File: src/rtl/jgv_pkg.sv
// Package for the joint goal velocity controller.
// Command, status, state and ALU codes plus fixed field widths; no dependencies.
`default_nettype none

package jgv_pkg;

    localparam int JOINTS  = 7;   // joint 6 is the jaw
    localparam int JW      = 3;   // joint index width
    localparam int NMARGIN = 6;   // jaw has no margin
    localparam int CFG_W   = 15;  // config register width
    localparam int ADDR_W  = 5;   // 8 registers at 4 byte stride

    localparam logic [JW-1:0] JAW = JW'(JOINTS - 1);

    // register indexes (byte address / 4)
    localparam logic [2:0] REG_MAX_VEL  = 3'd0;
    localparam logic [2:0] REG_DEADBAND = 3'd1;
    localparam logic [2:0] REG_MARGIN1  = 3'd2;

    typedef enum logic [2:0] {
        CMD_LOAD_LIMIT = 3'd0,
        CMD_SET_TARGET = 3'd1,
        CMD_START_GOAL = 3'd2,
        CMD_POSITION   = 3'd3,
        CMD_TICK       = 3'd4,
        CMD_CANCEL     = 3'd5
    } t_cmd;

    typedef enum logic [3:0] {
        ST_OK           = 4'd0,
        ST_NOT_READY    = 4'd1,
        ST_OUT_OF_RANGE = 4'd2,
        ST_EMPTY_RANGE  = 4'd3,
        ST_MOVING       = 4'd4,
        ST_STOP         = 4'd5,
        ST_SUCCEEDED    = 4'd6,
        ST_CANCELED     = 4'd7,
        ST_NOT_ACTIVE   = 4'd8
    } t_status;

    typedef enum logic {
        ALU_ADD = 1'b0,
        ALU_SUB = 1'b1
    } t_alu_op;

    typedef enum logic [3:0] {
        S_IDLE,
        S_LD_LO,
        S_LD_HI,
        S_LD_CMP,
        S_ST_LO,
        S_ST_HI,
        S_TK_ERR,
        S_TK_VEL,
        S_ZRUN,
        S_EMIT
    } t_state;

    // write strobes into the joint register file
    typedef struct packed {
        logic          we_lim;
        logic          we_tgt;
        logic          we_pos;
        logic [JW-1:0] widx;
    } t_wr_ctl;

endpackage

`default_nettype wire

File: src/rtl/jgv_alu.sv
// Shared add/subtract unit with sign flag and saturation to the position range.
// Depends on jgv_pkg (ALU op codes).
`default_nettype none

module jgv_alu #(
    parameter int POS_WIDTH = 16
) (
    input  jgv_pkg::t_alu_op i_op,
    input  logic signed [((POS_WIDTH + 2 > 17) ? POS_WIDTH + 2 : 17)-1:0] i_a,
    input  logic signed [((POS_WIDTH + 2 > 17) ? POS_WIDTH + 2 : 17)-1:0] i_b,
    output logic signed [((POS_WIDTH + 2 > 17) ? POS_WIDTH + 2 : 17)-1:0] o_sum,
    output logic                                                           o_neg,
    output logic        [POS_WIDTH-1:0]                                    o_sat
);

    localparam int CW = (POS_WIDTH + 2 > 17) ? POS_WIDTH + 2 : 17;
    localparam logic signed [CW-1:0] PMAX_C = (CW'(1) << (POS_WIDTH - 1)) - CW'(1);
    localparam logic signed [CW-1:0] PMIN_C = ~PMAX_C;

    logic signed [CW-1:0] sum;

    assign sum   = (i_op == jgv_pkg::ALU_SUB) ? (i_a - i_b) : (i_a + i_b);
    assign o_sum = sum;
    assign o_neg = sum[CW-1];

    always_comb begin
        if (sum > PMAX_C) begin
            o_sat = PMAX_C[POS_WIDTH-1:0];
        end else if (sum < PMIN_C) begin
            o_sat = PMIN_C[POS_WIDTH-1:0];
        end else begin
            o_sat = sum[POS_WIDTH-1:0];
        end
    end

endmodule

`default_nettype wire

File: src/rtl/jgv_regfile.sv
// Per-joint storage: shrunk limits, targets and measured positions.
// Depends on jgv_pkg (joint count, write control struct).
`default_nettype none

module jgv_regfile #(
    parameter int POS_WIDTH = 16
) (
    input  logic                    i_clk,
    input  logic                    i_rst_n,
    input  jgv_pkg::t_wr_ctl        i_wr,
    input  logic [POS_WIDTH-1:0]    i_wr_lo,
    input  logic [POS_WIDTH-1:0]    i_wr_hi,
    input  logic [POS_WIDTH-1:0]    i_wr_val,
    input  logic [jgv_pkg::JW-1:0]  i_ridx,
    output logic [POS_WIDTH-1:0]    o_lo,
    output logic [POS_WIDTH-1:0]    o_hi,
    output logic [POS_WIDTH-1:0]    o_tgt,
    output logic [POS_WIDTH-1:0]    o_pos
);

    localparam logic [POS_WIDTH-1:0] RST_LO = {1'b1, {(POS_WIDTH - 1){1'b0}}};
    localparam logic [POS_WIDTH-1:0] RST_HI = {1'b0, {(POS_WIDTH - 1){1'b1}}};

    logic [POS_WIDTH-1:0] r_lo  [jgv_pkg::JOINTS];
    logic [POS_WIDTH-1:0] r_hi  [jgv_pkg::JOINTS];
    logic [POS_WIDTH-1:0] r_tgt [jgv_pkg::JOINTS];
    logic [POS_WIDTH-1:0] r_pos [jgv_pkg::JOINTS];

    always_ff @(posedge i_clk) begin
        if (!i_rst_n) begin
            for (int k = 0; k < jgv_pkg::JOINTS; k++) begin
                r_lo[k]  <= RST_LO;
                r_hi[k]  <= RST_HI;
                r_tgt[k] <= '0;
                r_pos[k] <= '0;
            end
        end else begin
            if (i_wr.we_lim) begin
                r_lo[i_wr.widx] <= i_wr_lo;
                r_hi[i_wr.widx] <= i_wr_hi;
            end
            if (i_wr.we_tgt) begin
                r_tgt[i_wr.widx] <= i_wr_val;
            end
            if (i_wr.we_pos) begin
                r_pos[i_wr.widx] <= i_wr_val;
            end
        end
    end

    assign o_lo  = r_lo[i_ridx];
    assign o_hi  = r_hi[i_ridx];
    assign o_tgt = r_tgt[i_ridx];
    assign o_pos = r_pos[i_ridx];

endmodule

`default_nettype wire

File: src/rtl/joint_goal_velocity_controller.sv
// Joint goal velocity controller: sequencer, config registers and output stage.
// Depends on jgv_pkg, jgv_alu and jgv_regfile.
//
// Usage:
//  - Input channel (i_in_valid / o_in_stall): one command item (load limit, set
//    target, start goal, position, tick, cancel). o_in_stall is high while an
//    item is being worked on; the block handles one item at a time.
//  - Output channel (o_out_valid / i_out_stall): result items, one per cycle at
//    most, o_last set on the final result of an input item. A one-entry output
//    register holds a stalled result; the sequencer waits until it can write.
//  - APB port: max_velocity, deadband, margin_joint1..6 at byte 0,4,..,28.
//    Write only while the block is idle.
// Work per command item, in sequencer order:
//  - set target / position, single-result cases: the write or check, then the result.
//  - load limit: add, subtract, compare on the shared ALU, then the result.
//  - start goal: two ALU compares per unmasked joint, then the result.
//  - tick: error subtract and deadband compare per joint, one result each,
//    plus the succeeded run; cancel and canceled ticks: a run over all joints.
//  The single shared ALU serializes these steps.
// Reset (synchronous, active low) restores limits to the full range, clears
// targets, positions, loaded flags and goal state, and reloads register defaults.
`default_nettype none

module joint_goal_velocity_controller #(
    parameter int POS_WIDTH = 16
) (
    input  logic                               i_clk,
    input  logic                               i_rst_n,
    // command items
    input  logic                               i_in_valid,
    output logic                               o_in_stall,
    input  logic [2:0]                         i_cmd,
    input  logic [jgv_pkg::JW-1:0]             i_joint,
    input  logic signed [POS_WIDTH-1:0]        i_value_a,
    input  logic signed [POS_WIDTH-1:0]        i_value_b,
    input  logic [jgv_pkg::JOINTS-1:0]         i_ignore_mask,
    // result items
    output logic                               o_out_valid,
    input  logic                               i_out_stall,
    output logic [jgv_pkg::JW-1:0]             o_joint_res,
    output logic signed [POS_WIDTH-1:0]        o_velocity,
    output logic [3:0]                         o_status,
    output logic                               o_last,
    // APB configuration
    input  logic                               psel,
    input  logic                               penable,
    input  logic                               pwrite,
    input  logic [jgv_pkg::ADDR_W-1:0]         paddr,
    input  logic [31:0]                        pwdata,
    output logic [31:0]                        prdata,
    output logic                               pready
);

    localparam int CW = (POS_WIDTH + 2 > 17) ? POS_WIDTH + 2 : 17;  // ALU width
    localparam int EW = POS_WIDTH + 1;                               // error width
    localparam int PW = POS_WIDTH;
    localparam int CFW = jgv_pkg::CFG_W;
    localparam logic signed [CW-1:0] PMAX_C = (CW'(1) << (POS_WIDTH - 1)) - CW'(1);
    localparam logic [jgv_pkg::JOINTS-1:0] ALL_LOADED = '1;

    function automatic logic signed [CW-1:0] sx(input logic [PW-1:0] v);
        sx = {{(CW - PW){v[PW-1]}}, v};
    endfunction

    function automatic logic signed [CW-1:0] zx(input logic [CFW-1:0] v);
        zx = {{(CW - CFW){1'b0}}, v};
    endfunction

    // ---------------------------------------------------------------- config
    logic [CFW-1:0] r_max_vel;
    logic [CFW-1:0] r_deadband;
    logic [CFW-1:0] r_margin [jgv_pkg::NMARGIN];
    logic [2:0]     reg_idx;
    logic           cfg_wr;

    assign pready  = 1'b1;
    assign reg_idx = paddr[4:2];
    assign cfg_wr  = psel & penable & pwrite;

    always_ff @(posedge i_clk) begin
        if (!i_rst_n) begin
            r_max_vel  <= CFW'(2048);
            r_deadband <= CFW'(410);
            for (int k = 0; k < jgv_pkg::NMARGIN; k++) begin
                r_margin[k] <= CFW'(410);
            end
        end else if (cfg_wr) begin
            unique case (reg_idx)
                jgv_pkg::REG_MAX_VEL:  r_max_vel  <= pwdata[CFW-1:0];
                jgv_pkg::REG_DEADBAND: r_deadband <= pwdata[CFW-1:0];
                default:               r_margin[reg_idx - jgv_pkg::REG_MARGIN1] <= pwdata[CFW-1:0];
            endcase
        end
    end

    always_comb begin
        unique case (reg_idx)
            jgv_pkg::REG_MAX_VEL:  prdata = 32'(r_max_vel);
            jgv_pkg::REG_DEADBAND: prdata = 32'(r_deadband);
            default:               prdata = 32'(r_margin[reg_idx - jgv_pkg::REG_MARGIN1]);
        endcase
    end

    // ------------------------------------------------------------- sequencer
    jgv_pkg::t_state  r_state, n_state;
    logic [jgv_pkg::JW-1:0]     r_joint, n_joint;   // joint of a single result
    logic [PW-1:0]              r_va, n_va;
    logic [PW-1:0]              r_vb, n_vb;
    logic [jgv_pkg::JOINTS-1:0] r_imask, n_imask;
    logic [jgv_pkg::JW-1:0]     r_idx, n_idx;       // joint walk index
    logic [PW-1:0]              r_lo, n_lo;
    logic [PW-1:0]              r_hi, n_hi;
    logic [EW-1:0]              r_err, n_err;
    logic                       r_alldone, n_alldone;
    jgv_pkg::t_status           r_code, n_code;
    logic [jgv_pkg::JOINTS-1:0] r_loaded, n_loaded;
    logic [jgv_pkg::JOINTS-1:0] r_gmask, n_gmask;
    logic                       r_active, n_active;
    logic                       r_pending, n_pending;

    // output stage
    logic                       r_ov;
    logic [jgv_pkg::JW-1:0]     r_o_joint;
    logic [PW-1:0]              r_o_vel;
    logic [3:0]                 r_o_status;
    logic                       r_o_last;

    logic                       in_acc;
    logic                       can_emit;
    logic                       emit;
    logic [jgv_pkg::JW-1:0]     e_joint;
    logic [PW-1:0]              e_vel;
    jgv_pkg::t_status           e_status;
    logic                       e_last;

    jgv_pkg::t_wr_ctl           wr;
    jgv_pkg::t_alu_op           alu_op;
    logic signed [CW-1:0]       alu_a, alu_b, alu_sum;
    logic                       alu_neg;
    logic [PW-1:0]              alu_sat;
    logic [PW-1:0]              rf_lo, rf_hi, rf_tgt, rf_pos;

    logic [CFW-1:0]             mg;
    logic                       err_neg;
    logic [EW-1:0]              mag;
    logic signed [CW-1:0]       mag_c, lim_c, vmag_c, vneg_c;
    logic [PW-1:0]              vel_calc;
    logic                       masked, moving, done_now;

    assign o_in_stall = (r_state != jgv_pkg::S_IDLE);
    assign in_acc     = i_in_valid & ~o_in_stall;
    assign can_emit   = ~r_ov | ~i_out_stall;

    // jaw carries no margin
    assign mg = (r_joint < jgv_pkg::JW'(jgv_pkg::NMARGIN)) ? r_margin[r_joint] : '0;

    // velocity clamp: |err| limited to max_velocity and the position range
    assign err_neg  = r_err[EW-1];
    assign mag      = err_neg ? (~r_err + EW'(1)) : r_err;
    assign mag_c    = {{(CW - EW){1'b0}}, mag};
    assign lim_c    = (zx(r_max_vel) < PMAX_C) ? zx(r_max_vel) : PMAX_C;
    assign vmag_c   = (mag_c > lim_c) ? lim_c : mag_c;
    assign vneg_c   = -vmag_c;
    assign vel_calc = err_neg ? vneg_c[PW-1:0] : vmag_c[PW-1:0];
    assign masked   = r_gmask[r_idx];
    assign moving   = alu_neg & ~masked;    // deadband - |err| < 0
    assign done_now = r_alldone & ~moving;

    jgv_alu #(.POS_WIDTH(POS_WIDTH)) u_alu (
        .i_op  (alu_op),
        .i_a   (alu_a),
        .i_b   (alu_b),
        .o_sum (alu_sum),
        .o_neg (alu_neg),
        .o_sat (alu_sat)
    );

    jgv_regfile #(.POS_WIDTH(POS_WIDTH)) u_regfile (
        .i_clk    (i_clk),
        .i_rst_n  (i_rst_n),
        .i_wr     (wr),
        .i_wr_lo  (r_lo),
        .i_wr_hi  (r_hi),
        .i_wr_val (i_value_a),
        .i_ridx   (r_idx),
        .o_lo     (rf_lo),
        .o_hi     (rf_hi),
        .o_tgt    (rf_tgt),
        .o_pos    (rf_pos)
    );

    always_comb begin
        n_state   = r_state;
        n_joint   = r_joint;
        n_va      = r_va;
        n_vb      = r_vb;
        n_imask   = r_imask;
        n_idx     = r_idx;
        n_lo      = r_lo;
        n_hi      = r_hi;
        n_err     = r_err;
        n_alldone = r_alldone;
        n_code    = r_code;
        n_loaded  = r_loaded;
        n_gmask   = r_gmask;
        n_active  = r_active;
        n_pending = r_pending;
        wr        = '0;
        alu_op    = jgv_pkg::ALU_ADD;
        alu_a     = '0;
        alu_b     = '0;
        emit      = 1'b0;
        e_joint   = '0;
        e_vel     = '0;
        e_status  = jgv_pkg::ST_OK;
        e_last    = 1'b0;

        unique case (r_state)
            jgv_pkg::S_IDLE: begin
                if (in_acc) begin
                    n_joint = i_joint;
                    n_va    = i_value_a;
                    n_vb    = i_value_b;
                    n_imask = i_ignore_mask;
                    n_code  = jgv_pkg::ST_OK;
                    unique case (i_cmd)
                        jgv_pkg::CMD_LOAD_LIMIT: begin
                            if (i_joint < jgv_pkg::JW'(jgv_pkg::JOINTS)) begin
                                n_state = jgv_pkg::S_LD_LO;
                            end
                        end
                        jgv_pkg::CMD_SET_TARGET: begin
                            if (i_joint < jgv_pkg::JW'(jgv_pkg::JOINTS)) begin
                                wr.we_tgt = 1'b1;
                                wr.widx   = i_joint;
                                n_state   = jgv_pkg::S_EMIT;
                            end
                        end
                        jgv_pkg::CMD_POSITION: begin
                            if (i_joint < jgv_pkg::JW'(jgv_pkg::JOINTS)) begin
                                wr.we_pos = 1'b1;
                                wr.widx   = i_joint;
                                n_state   = jgv_pkg::S_EMIT;
                            end
                        end
                        jgv_pkg::CMD_START_GOAL: begin
                            if (r_loaded != ALL_LOADED) begin
                                n_joint = '0;
                                n_code  = jgv_pkg::ST_NOT_READY;
                                n_state = jgv_pkg::S_EMIT;
                            end else begin
                                n_idx   = '0;
                                n_state = jgv_pkg::S_ST_LO;
                            end
                        end
                        jgv_pkg::CMD_TICK: begin
                            n_idx = '0;
                            if (!r_active) begin
                                n_joint = '0;
                                n_code  = jgv_pkg::ST_NOT_ACTIVE;
                                n_state = jgv_pkg::S_EMIT;
                            end else if (r_pending) begin
                                n_active  = 1'b0;
                                n_pending = 1'b0;
                                n_code    = jgv_pkg::ST_CANCELED;
                                n_state   = jgv_pkg::S_ZRUN;
                            end else begin
                                n_alldone = 1'b1;
                                n_state   = jgv_pkg::S_TK_ERR;
                            end
                        end
                        jgv_pkg::CMD_CANCEL: begin
                            n_idx = '0;
                            if (r_active) begin
                                n_pending = 1'b1;
                                n_code    = jgv_pkg::ST_STOP;
                                n_state   = jgv_pkg::S_ZRUN;
                            end else begin
                                n_joint = '0;
                                n_code  = jgv_pkg::ST_NOT_ACTIVE;
                                n_state = jgv_pkg::S_EMIT;
                            end
                        end
                        default: begin
                            // unknown command: dropped without a result
                        end
                    endcase
                end
            end

            jgv_pkg::S_LD_LO: begin
                alu_op  = jgv_pkg::ALU_ADD;
                alu_a   = sx(r_va);
                alu_b   = zx(mg);
                n_lo    = alu_sat;
                n_state = jgv_pkg::S_LD_HI;
            end

            jgv_pkg::S_LD_HI: begin
                alu_op  = jgv_pkg::ALU_SUB;
                alu_a   = sx(r_vb);
                alu_b   = zx(mg);
                n_hi    = alu_sat;
                n_state = jgv_pkg::S_LD_CMP;
            end

            jgv_pkg::S_LD_CMP: begin
                // empty range when hi - lo < 0; limits are stored either way
                alu_op    = jgv_pkg::ALU_SUB;
                alu_a     = sx(r_hi);
                alu_b     = sx(r_lo);
                wr.we_lim = 1'b1;
                wr.widx   = r_joint;
                n_loaded[r_joint] = ~alu_neg;
                n_code    = alu_neg ? jgv_pkg::ST_EMPTY_RANGE : jgv_pkg::ST_OK;
                n_state   = jgv_pkg::S_EMIT;
            end

            jgv_pkg::S_ST_LO: begin
                alu_op = jgv_pkg::ALU_SUB;
                alu_a  = sx(rf_tgt);
                alu_b  = sx(rf_lo);
                if (!r_imask[r_idx] && alu_neg) begin
                    n_joint = r_idx;
                    n_code  = jgv_pkg::ST_OUT_OF_RANGE;
                    n_state = jgv_pkg::S_EMIT;
                end else if (!r_imask[r_idx]) begin
                    n_state = jgv_pkg::S_ST_HI;
                end else if (r_idx == jgv_pkg::JAW) begin
                    n_gmask   = r_imask;
                    n_active  = 1'b1;
                    n_pending = 1'b0;
                    n_joint   = '0;
                    n_state   = jgv_pkg::S_EMIT;
                end else begin
                    n_idx = r_idx + 1'b1;
                end
            end

            jgv_pkg::S_ST_HI: begin
                alu_op = jgv_pkg::ALU_SUB;
                alu_a  = sx(rf_hi);
                alu_b  = sx(rf_tgt);
                if (alu_neg) begin
                    n_joint = r_idx;
                    n_code  = jgv_pkg::ST_OUT_OF_RANGE;
                    n_state = jgv_pkg::S_EMIT;
                end else if (r_idx == jgv_pkg::JAW) begin
                    n_gmask   = r_imask;
                    n_active  = 1'b1;
                    n_pending = 1'b0;
                    n_joint   = '0;
                    n_state   = jgv_pkg::S_EMIT;
                end else begin
                    n_idx   = r_idx + 1'b1;
                    n_state = jgv_pkg::S_ST_LO;
                end
            end

            jgv_pkg::S_TK_ERR: begin
                alu_op  = jgv_pkg::ALU_SUB;
                alu_a   = sx(rf_tgt);
                alu_b   = sx(rf_pos);
                n_err   = alu_sum[EW-1:0];
                n_state = jgv_pkg::S_TK_VEL;
            end

            jgv_pkg::S_TK_VEL: begin
                alu_op = jgv_pkg::ALU_SUB;
                alu_a  = zx(r_deadband);
                alu_b  = mag_c;
                if (can_emit) begin
                    emit      = 1'b1;
                    e_joint   = r_idx;
                    e_vel     = moving ? vel_calc : '0;
                    e_status  = jgv_pkg::ST_MOVING;
                    e_last    = (r_idx == jgv_pkg::JAW) & ~done_now;
                    n_alldone = done_now;
                    if (r_idx == jgv_pkg::JAW) begin
                        n_idx = '0;
                        if (done_now) begin
                            n_active = 1'b0;
                            n_code   = jgv_pkg::ST_SUCCEEDED;
                            n_state  = jgv_pkg::S_ZRUN;
                        end else begin
                            n_state = jgv_pkg::S_IDLE;
                        end
                    end else begin
                        n_idx   = r_idx + 1'b1;
                        n_state = jgv_pkg::S_TK_ERR;
                    end
                end
            end

            jgv_pkg::S_ZRUN: begin
                if (can_emit) begin
                    emit     = 1'b1;
                    e_joint  = r_idx;
                    e_status = r_code;
                    e_last   = (r_idx == jgv_pkg::JAW);
                    if (r_idx == jgv_pkg::JAW) begin
                        n_state = jgv_pkg::S_IDLE;
                    end else begin
                        n_idx = r_idx + 1'b1;
                    end
                end
            end

            jgv_pkg::S_EMIT: begin
                if (can_emit) begin
                    emit     = 1'b1;
                    e_joint  = r_joint;
                    e_status = r_code;
                    e_last   = 1'b1;
                    n_state  = jgv_pkg::S_IDLE;
                end
            end

            default: begin
                n_state = jgv_pkg::S_IDLE;
            end
        endcase
    end

    always_ff @(posedge i_clk) begin
        if (!i_rst_n) begin
            r_state   <= jgv_pkg::S_IDLE;
            r_loaded  <= '0;
            r_gmask   <= '0;
            r_active  <= 1'b0;
            r_pending <= 1'b0;
            r_ov      <= 1'b0;
        end else begin
            r_state   <= n_state;
            r_loaded  <= n_loaded;
            r_gmask   <= n_gmask;
            r_active  <= n_active;
            r_pending <= n_pending;
            if (emit) begin
                r_ov <= 1'b1;
            end else if (!i_out_stall) begin
                r_ov <= 1'b0;
            end
        end
    end

    // datapath registers, no reset needed
    always_ff @(posedge i_clk) begin
        r_joint   <= n_joint;
        r_va      <= n_va;
        r_vb      <= n_vb;
        r_imask   <= n_imask;
        r_idx     <= n_idx;
        r_lo      <= n_lo;
        r_hi      <= n_hi;
        r_err     <= n_err;
        r_alldone <= n_alldone;
        r_code    <= n_code;
        if (emit) begin
            r_o_joint  <= e_joint;
            r_o_vel    <= e_vel;
            r_o_status <= e_status;
            r_o_last   <= e_last;
        end
    end

    assign o_out_valid = r_ov;
    assign o_joint_res = r_o_joint;
    assign o_velocity  = r_o_vel;
    assign o_status    = r_o_status;
    assign o_last      = r_o_last;

endmodule

`default_nettype wire

File: config.mk
export PLATFORM = sky130hd
export DESIGN_NAME = joint_goal_velocity_controller
export DESIGN_NICKNAME = d
export VERILOG_FILES = /design/src/rtl/jgv_pkg.sv /design/src/rtl/jgv_alu.sv /design/src/rtl/jgv_regfile.sv /design/src/rtl/joint_goal_velocity_controller.sv
export SDC_FILE = /design/constraint.sdc
export NUM_CORES = 1
export LEC_CHECK = 0
export ABC_CLOCK_PERIOD_IN_PS = 7700
export BUFFER_PORTS_ARGS = -buffer_cell sky130_fd_sc_hd__buf_2
export CAP_MARGIN = 20
export CORE_ASPECT_RATIO = 0.9
export CORE_MARGIN = 5
export CORE_UTILIZATION = 59
export CTS_CLUSTER_DIAMETER = 80
export DETAILED_ROUTE_END_ITERATION = 6
export PLACE_DENSITY_LB_ADDON = 0.08
export REMOVE_ABC_BUFFERS = 1
export SETUP_SLACK_MARGIN = 0.4
export SYNTH_ARGS = -nofsm -noshare
export SYNTH_HDL_FRONTEND = slang
export SYNTH_SLANG_ARGS = --single-unit
File: constraint.sdc
create_clock -name i_clk -period 7.7 [get_ports i_clk]
set_input_delay 0.385 -clock i_clk [delete_from_list [all_inputs] [get_ports i_clk]]
set_output_delay 0.385 -clock i_clk [all_outputs]
set_load 0.01 [all_outputs]
==> results of run 1 <==
==> area by class of cell <==
type	instances	area [um2]
Tap cell	864	1081
Clock inverter	45	434.2
Multi-Input combinational cell	1918	14630
Sequential cell	812	23190
Timing Repair Buffer	243	1709
Antenna cell	1	2.502
Clock buffer	112	2305
Inverter	135	506.7
Fill cell	4795	21730
==> registers in the layout (all words and copies together), names as in the netlist, 4 cells and up, named ones only <==
signal	cells
r_gmask	7
r_loaded	7
u_regfile.r_lo	128
r_deadband	15
r_vb	16
o_status	4
r_lo	16
r_code	4
u_regfile.r_tgt	128
r_margin	120
o_velocity	16
r_max_vel	15
r_va	16
u_regfile.r_pos	128
u_regfile.r_hi	128
r_state	4
r_err	17
r_hi	16
r_imask	7
==> per-layer routing <==
metal | track usage [%] | vias to the layer above
li1 | - | 11550
met5 | 0 | -
met4 | 11.76 | 2
met3 | 7.285 | 260
met1 | 45.92 | 13620
met2 | 50.90 | 1519
==> synthesized netlist by cell type (7+ instances only) <==
master	instances	area share (%)
o21a_1	9	0.17
and3_1	46	0.74
buf_6	18	0.52
o21ai_1	7	0.090
nand2_1	306	2.9
a32oi_1	13	0.29
a211oi_1	13	0.25
a21oi_1	87	1.1
a21boi_0	27	0.52
buf_1	19	0.18
nand2b_1	51	0.82
xnor2_1	35	0.79
o22a_1	14	0.31
nor2_1	346	3.3
or3_1	17	0.27
nor2b_1	55	0.88
buf_4	23	0.44
a21o_1	10	0.19
o21ai_0	79	1.0
o221ai_1	8	0.18
buf_2	28	0.36
dfxtp_1	121	6.2
and2_1	56	0.90
or2_2	8	0.13
o31ai_1	11	0.21
nor3_1	31	0.40
a31oi_1	14	0.22
a22oi_1	43	0.83
mux2i_1	114	2.9
nor4_1	9	0.14
edfxtp_1	691	53
xor2_1	22	0.49
nand3_1	56	0.72
mux4_2	190	11
inv_1	132	1.3
clkbuf_1	119	1.1
o211ai_1	23	0.44
nand4_1	16	0.26
ha_1	40	1.3
o22ai_1	30	0.48
==> what timing repair did <==
item                       4_1_cts  5_1_grt
hold endpoints to repair        23        0
setup endpoints to repair        0       51
resized for setup                0        4
setup buffers                    0        2
hold buffers                    23        0
==> per-stage QoR <==
step / instance area [um2] / TNS [ps] / util [%] / cells
2_1_floorplan: 38100 / -199960 / - / 2865
3_3_place_gp: 40790 / 0 / 62.19 / 3944
3_5_place_dp: 40800 / 0 / 62.20 / 3945
4_1_cts: 43770 / 0 / 66.73 / 4125
5_1_grt: 43860 / 0 / 66.86 / 4129
6_report: 43860 / 0 / 66.87 / 4130
==> power by group through the flow <==
stage | registers [mW] | logic (mW) | clock network, mW
6_report | 6.07 | 6.79 | 4.04
5_1_grt | 6.09 | 7.15 | 4.25
4_1_cts | 6.06 | 6.59 | 4.07
3_5_place_dp | 6.15 | 6.55 | 0
3_3_place_gp | 6.14 | 6.50 | 0
2_1_floorplan | 6.18 | 4.09 | 0
==> cell families after synthesis <==
kind of cell	share of synthesized area [%]
other	0.01925
and+or+nand+nor	12.14
adders and majority gates	1.334
muxes	14.06
DFF	59.39
xor gates and xnor gates	1.433
AOI/OAI and AO/OA	7.507
buffers and inverters	4.114
==> worst max-delay path, delay by kind of cell (launching register included) <==
family / cells / cell delay, ps
adders and majority gates: 2 / 540
buffers and inverters: 2 / 480
DFF: 1 / 720
and+or+nand+nor: 4 / 1100
AOI/OAI and AO/OA: 10 / 3100
xor gates and xnor gates: 2 / 790
==> final timing paths <==
kind,start,end,slack [ps],depth (start not counted)
setup / recovery,r_state[1],r_hi[8],680,20
hold / removal,i_value_a[7],r_va[7],50,1
setup reg to reg,r_state[1],r_hi[8],680,20
hold reg to reg,u_regfile.r_hi[6][13],u_regfile.r_hi[6][13],480,2
==> key figures, run 1 <==
Setup path
  • Max stage delay cell, worst path: dfxtp_1
  • WP data arrival: 7450 ps
  • Crit path max fanout: 49
  • WS Path Type: flip-flop to flip-flop
  • WP data required: 8130 ps
  • CP Cell Sequence: nor4bb_4 > buf_12 > a22oi_1 > o22ai_1 > nor2_1 > ha_1 > or3_1 > nand2_1 > ha_1 > o21a_1 > o31a_1 > o41ai_1 > a31oi_1 > a31oi_1 > o21ai_0 > xor2_2 > xnor2_4 > inv_2 > a221o_1 > o21ai_1
  • CP Capture Type: flip-flop
  • Critical Path Max Stage Delay: 720 ps
  • Crit path launch type: flip-flop

Synth
  • EDFF count, synth: 691
  • Post-synthesis cell count: 3028
  • Mapped cell area: 0.03902 mm2
  • Flop and latch count out of synthesis: 812
  • Syn. warnings: 0
  • Netlist cell types: 94
  • Avg Cell Area, Syn: 12.89 um2
  • Post-synth top flop: edfxtp_1
  • Ys async rst share: 0%
  • Sequential-to-total area share from yosys stat: 59.39%

Clock tree
  • Clk buf depth: 3
  • H-tree depth: 3
  • CTS Buf Count: 84
  • Clock Latency Late Sink: 650 ps
  • Clk Tree Root Cell: clkbuf_16
  • Clock slew at reported path FFs: 60 ps
  • Num Clock Sinks: 812
  • CTS tree: done

Placed design
  • Gpl congestion: 0.9835
  • Pre-CTS setup slack: 616.3 ps
  • PortBufs: 110
  • Post-DP HPWL: 81.17 mm

Job
  • Max cap viols: 0

Layout
  • Layout area overhead: 12.40%
  • Final #Nets: 3324
  • Most common cell after layout, fill and taps aside: edfxtp_1
  • Commonest cells after routing, fill and taps aside: edfxtp_1 (691), nor2_1 (342), nand2_1 (306), mux4_2 (190), inv_1 (132)
  • Share of cells above drive strength 1: 18.41%

Global routing
  • Vias in the first global route: 25940
  • Initial antenna violation count: 1
  • GRT Util Overall: 32.61%
  • Gr ovfl total: 0
  • Largest net degree at the start of global routing: 65
  • First-pass GRT wire length: 170.5 mm

Power
  • Switching part of the total power: 38.41%
  • Total Power: 16.90 mW
  • Combinational cell fraction of total power: 40.2%
  • Net Switching: 6.492 mW
  • Worst ir drop on vdd: 0.4162 mV
  • Internal: 10.41 mW
  • Clock network power share: 23.9%
  • Leakage power: 15.48 nW
  • Sequential Power Share: 35.9%
  • Pwr Density: 385.4 mW/mm2

Floorplanning
  • Die area: 0.07138 mm2
  • Cell Rows: 89
  • Chip height: 254.0 um
  • Io pins: 148
  • Initial Utilization: 59.49%
  • Die Span X: 281.1 um
  • Core area: 0.06559 mm2

Detailed routing
  • M1 wire length: 45.66 mm
  • Vias: 26950
  • 1st-iter DRT viols: 3535
  • Max layer used: met5
  • Total wire length: 117.8 mm
  • # DRC: 3
  • First-pass DRT Iterations: 7
  • Routed wl met2: 54.78 mm
  • Antenna Violating Nets Remaining: 0
  • Met3 routed WL: 12.57 mm
  • DR vias/cell: 6.526
  • DR WL/cell: 28.53 um

Timing
  • Final hold vios: 0
  • Worst slew margin: 26.15%
  • Worst hold slack: 51.44 ps
  • Final Critical Period: 7023 ps
  • Fin. max-slew vios: 0
  • Fin worst setup slack: 676.5 ps
  • RSZ-0062 raised after global routing: no
  • Count of final setup violators: 0
  • Fin crit share: 91.21%
  • Worst Tran Pin Value: 1108 ps
  • Fmax: 0.1424 GHz
  • Worst clock skew: 21.29 ps

Min path
  • Hold crit path type: input pin to flip-flop

Outcome
  • Status: finished, violations left
  • Failing checks: design-rule violations
Power figures use the tool's default switching activity.
==> run 2: changes to the inputs <==
--- a/config.mk
+++ b/config.mk
@@ -11,6 +11,7 @@
 export CORE_ASPECT_RATIO = 0.9
 export CORE_MARGIN = 5
 export CORE_UTILIZATION = 59
+export CTS_BUF_LIST = sky130_fd_sc_hd__clkbuf_16
 export CTS_CLUSTER_DIAMETER = 80
 export DETAILED_ROUTE_END_ITERATION = 6
 export PLACE_DENSITY_LB_ADDON = 0.08
==> run 2 against run 1 <==
The run now ends clean. Combinational power hardly changed. Design area is 0.17% lower. Sequential cell count stayed put. Sequential power hardly changed. Non-clock buffer count stayed put. Maximum frequency is 0.68% higher. Total power is 0.54% lower. Via count is 0.23% lower. Critical path type unchanged.
==> key figures, run 2 (synthesis results as in run 1) <==
Timing
  • Fin worst setup slack: 723.8 ps (+47.30 ps)
  • Final Critical Period: 6976 ps (-47.30 ps)
  • Count of final setup violators: 0 (unchanged)
  • Post-route setup TNS: 0 ps (unchanged)
  • RSZ-0062 raised after global routing: no
  • Final hold vios: 0 (unchanged)
  • Fin. max-slew vios: 0 (unchanged)
  • Worst hold slack: 52.58 ps (+1.135 ps)
  • Fin crit share: 90.60% (-0.61 points)
  • Worst Tran Pin Value: 1094 ps (-14.02 ps)
  • Worst clock skew: 21.32 ps (+0.03060 ps)
  • Fmax: 0.1433 GHz (+0.68%)
  • Worst slew margin: 27.08% (+0.93 points)

Detailed routing
  • Antenna Violating Nets Remaining: 0 (unchanged)
  • 1st-iter DRT viols: 3604 (+2.0%)
  • DR WL/cell: 28.53 um (about the same)
  • Total wire length: 117.8 mm (about the same)
  • First-pass DRT Iterations: 6 (-1)
  • Max layer used: met5
  • DR vias/cell: 6.511 (-0.23%)
  • Vias: 26890 (-0.23%)
  • M1 wire length: 45.61 mm (-0.12%)
  • # DRC: 0 (-3)
  • Routed wl met2: 54.90 mm (+0.22%)
  • Met3 routed WL: 12.51 mm (-0.51%)

Layout
  • Final Util: 66.75% (-0.12 points)
  • Layout area overhead: 12.21%
  • Commonest cells after routing, fill and taps aside: edfxtp_1 (691), nor2_1 (342), nand2_1 (306), mux4_2 (190), inv_1 (152)
  • Final #Nets: 3324 (unchanged)
  • Share of cells above drive strength 1: 18.13% (-0.28 points)
  • Most common cell after layout, fill and taps aside: edfxtp_1

Power
  • Total Power: 16.81 mW (-0.54%)
  • Leakage power: 15.52 nW (+0.24%)
  • Worst ir drop on vdd: 0.4137 mV (-0.59%)
  • Pwr Density: 384.0 mW/mm2 (-0.36%)

Floorplanning
  • Initial Utilization: 59.49% (unchanged)
  • Chip height: 254.0 um (unchanged)
  • Io pins: 148 (unchanged)
  • Die area: 0.07138 mm2 (unchanged)
  • Cell Rows: 89 (unchanged)
  • Core area: 0.06559 mm2 (unchanged)
  • Die Span X: 281.1 um (unchanged)

Setup path
  • CP Cell Sequence: nor4bb_4 > buf_12 > a22oi_1 > o22ai_1 > nor2_1 > ha_1 > or3_1 > nand2_1 > ha_1 > o21a_1 > o31a_1 > o41ai_1 > a31oi_1 > a31oi_1 > o21ai_0 > xor2_2 > xnor2_4 > inv_2 > a221o_1 > o21ai_1
  • Crit path max fanout: 49 (unchanged)
  • CP top delay family: compound AO/OA/AOI/OAI gates
  • CP Capture Type: flip-flop
  • WS Path Type: flip-flop to flip-flop
  • Critical Path Max Stage Delay: 710 ps (about the same)
  • WP buf/inv: 2 (unchanged)
  • Crit path launch type: flip-flop
  • WP data required: 8130 ps (about the same)
  • WP data arrival: 7410 ps (-40 ps)
  • Max stage delay cell, worst path: dfxtp_1

Placed design
  • Post-DP HPWL: 81.17 mm (unchanged)
  • PortBufs: 110 (unchanged)
  • Gpl congestion: 0.9835 (unchanged)
  • Pre-CTS setup slack: 616.3 ps (unchanged)

Clock tree
  • Clock slew at reported path FFs: 60 ps (about the same)
  • Num Clock Sinks: 812 (unchanged)
  • Clk buf depth: 3 (unchanged)
  • CTS tree: done
  • CTS Buf Count: 84 (unchanged)
  • H-tree depth: 3 (unchanged)
  • Clk Tree Root Cell: clkbuf_16
  • Clock Latency Late Sink: 650 ps (about the same)

Global routing
  • Largest net degree at the start of global routing: 65 (unchanged)
  • Vias in the first global route: 25920 (-0.050%)
  • Initial antenna violation count: 1 (unchanged)
  • Gr ovfl total: 0 (unchanged)
  • GRT Util Overall: 32.57% (-0.044 points)
  • First-pass GRT wire length: 170.4 mm (about the same)

Min path
  • Hold crit path type: input pin to flip-flop

Job
  • Max cap viols: 0 (unchanged)

Outcome
  • Status: finished clean
-- run 2: changes by cell type in the layout (fill, tap and decap cells not counted), sizes merged --
| cell | before | now |
|---|---|---|
| clkinv | 31 | 37 |
| inv | 136 | 157 |
| clkbuf | 112 | 85 |
-- run 2: through the flow --
step | cells | area (um2)
after floorplan | 2865 | 38100
after global placement | 3944 | 40790
after detailed placement | 3945 | 40800
after CTS | 4125 | 43690
after global routing | 4129 | 43780
final | 4130 | 43780
-- run 2: worst reg2reg max path: stages, from the launching register on --
cell and delay [ps]:
dfxtp_1 710, nor4bb_4 520, buf_12 300, a22oi_1 210, o22ai_1 370, nor2_1 150
ha_1 280, or3_1 380, nand2_1 70, ha_1 270, o21a_1 210, o31a_1 120
o41ai_1 430, a31oi_1 220, a31oi_1 420, o21ai_0 290, xor2_2 260, xnor2_4 530
inv_2 210, a221o_1 530, o21ai_1 290
-- run 2: where the power goes --
group / internal [mW] / switching (mW) / total, mW
sequential: 5.60 / 0.468 / 6.07
combinational: 2.52 / 4.28 / 6.80
clock: 2.19 / 1.75 / 3.94
total: 10.3 / 6.50 / 16.8
-- run 2: what timing repair did --
| action | 4_1_cts | 5_1_grt |
|---|---|---|
| endpoints found under the hold margin | 23 | 0 |
| setup endpoints to repair | 0 | 51 |
| gates resized for setup | 0 | 4 |
| buffers inserted | 0 | 2 |
| hold buffers | 23 | 0 |
-- run 2: cell type report --
class	count	area, um2
sequential	812	23190
fill	4822	21810
multi-input combinational	1918	14630
clock buffer	85	2127
timing repair buffer	243	1709
tap	864	1081
clock inverter	72	535.5
inverter	135	506.7
antenna	1	2.502
-- run 2: worst paths after layout --
| check | startpoint | endpoint | slack, ps | depth (start not counted) |
|---|---|---|---|---|
| min | i_value_a[7] | r_va[7] | 50 | 1 |
| max | r_state[1] | r_hi[8] | 720 | 20 |
| min reg2reg | u_regfile.r_hi[6][13] | u_regfile.r_hi[6][13] | 480 | 2 |
| max reg2reg | r_state[1] | r_hi[8] | 720 | 20 |
-- run 2: layer usage --
layer  global-route usage (%)  vias to the layer above
li1                         -                    11560
met1                    45.86                    13570
met2                    50.86                     1504
met3                    7.275                      256
met4                    11.68                        2
met5                        0                        -
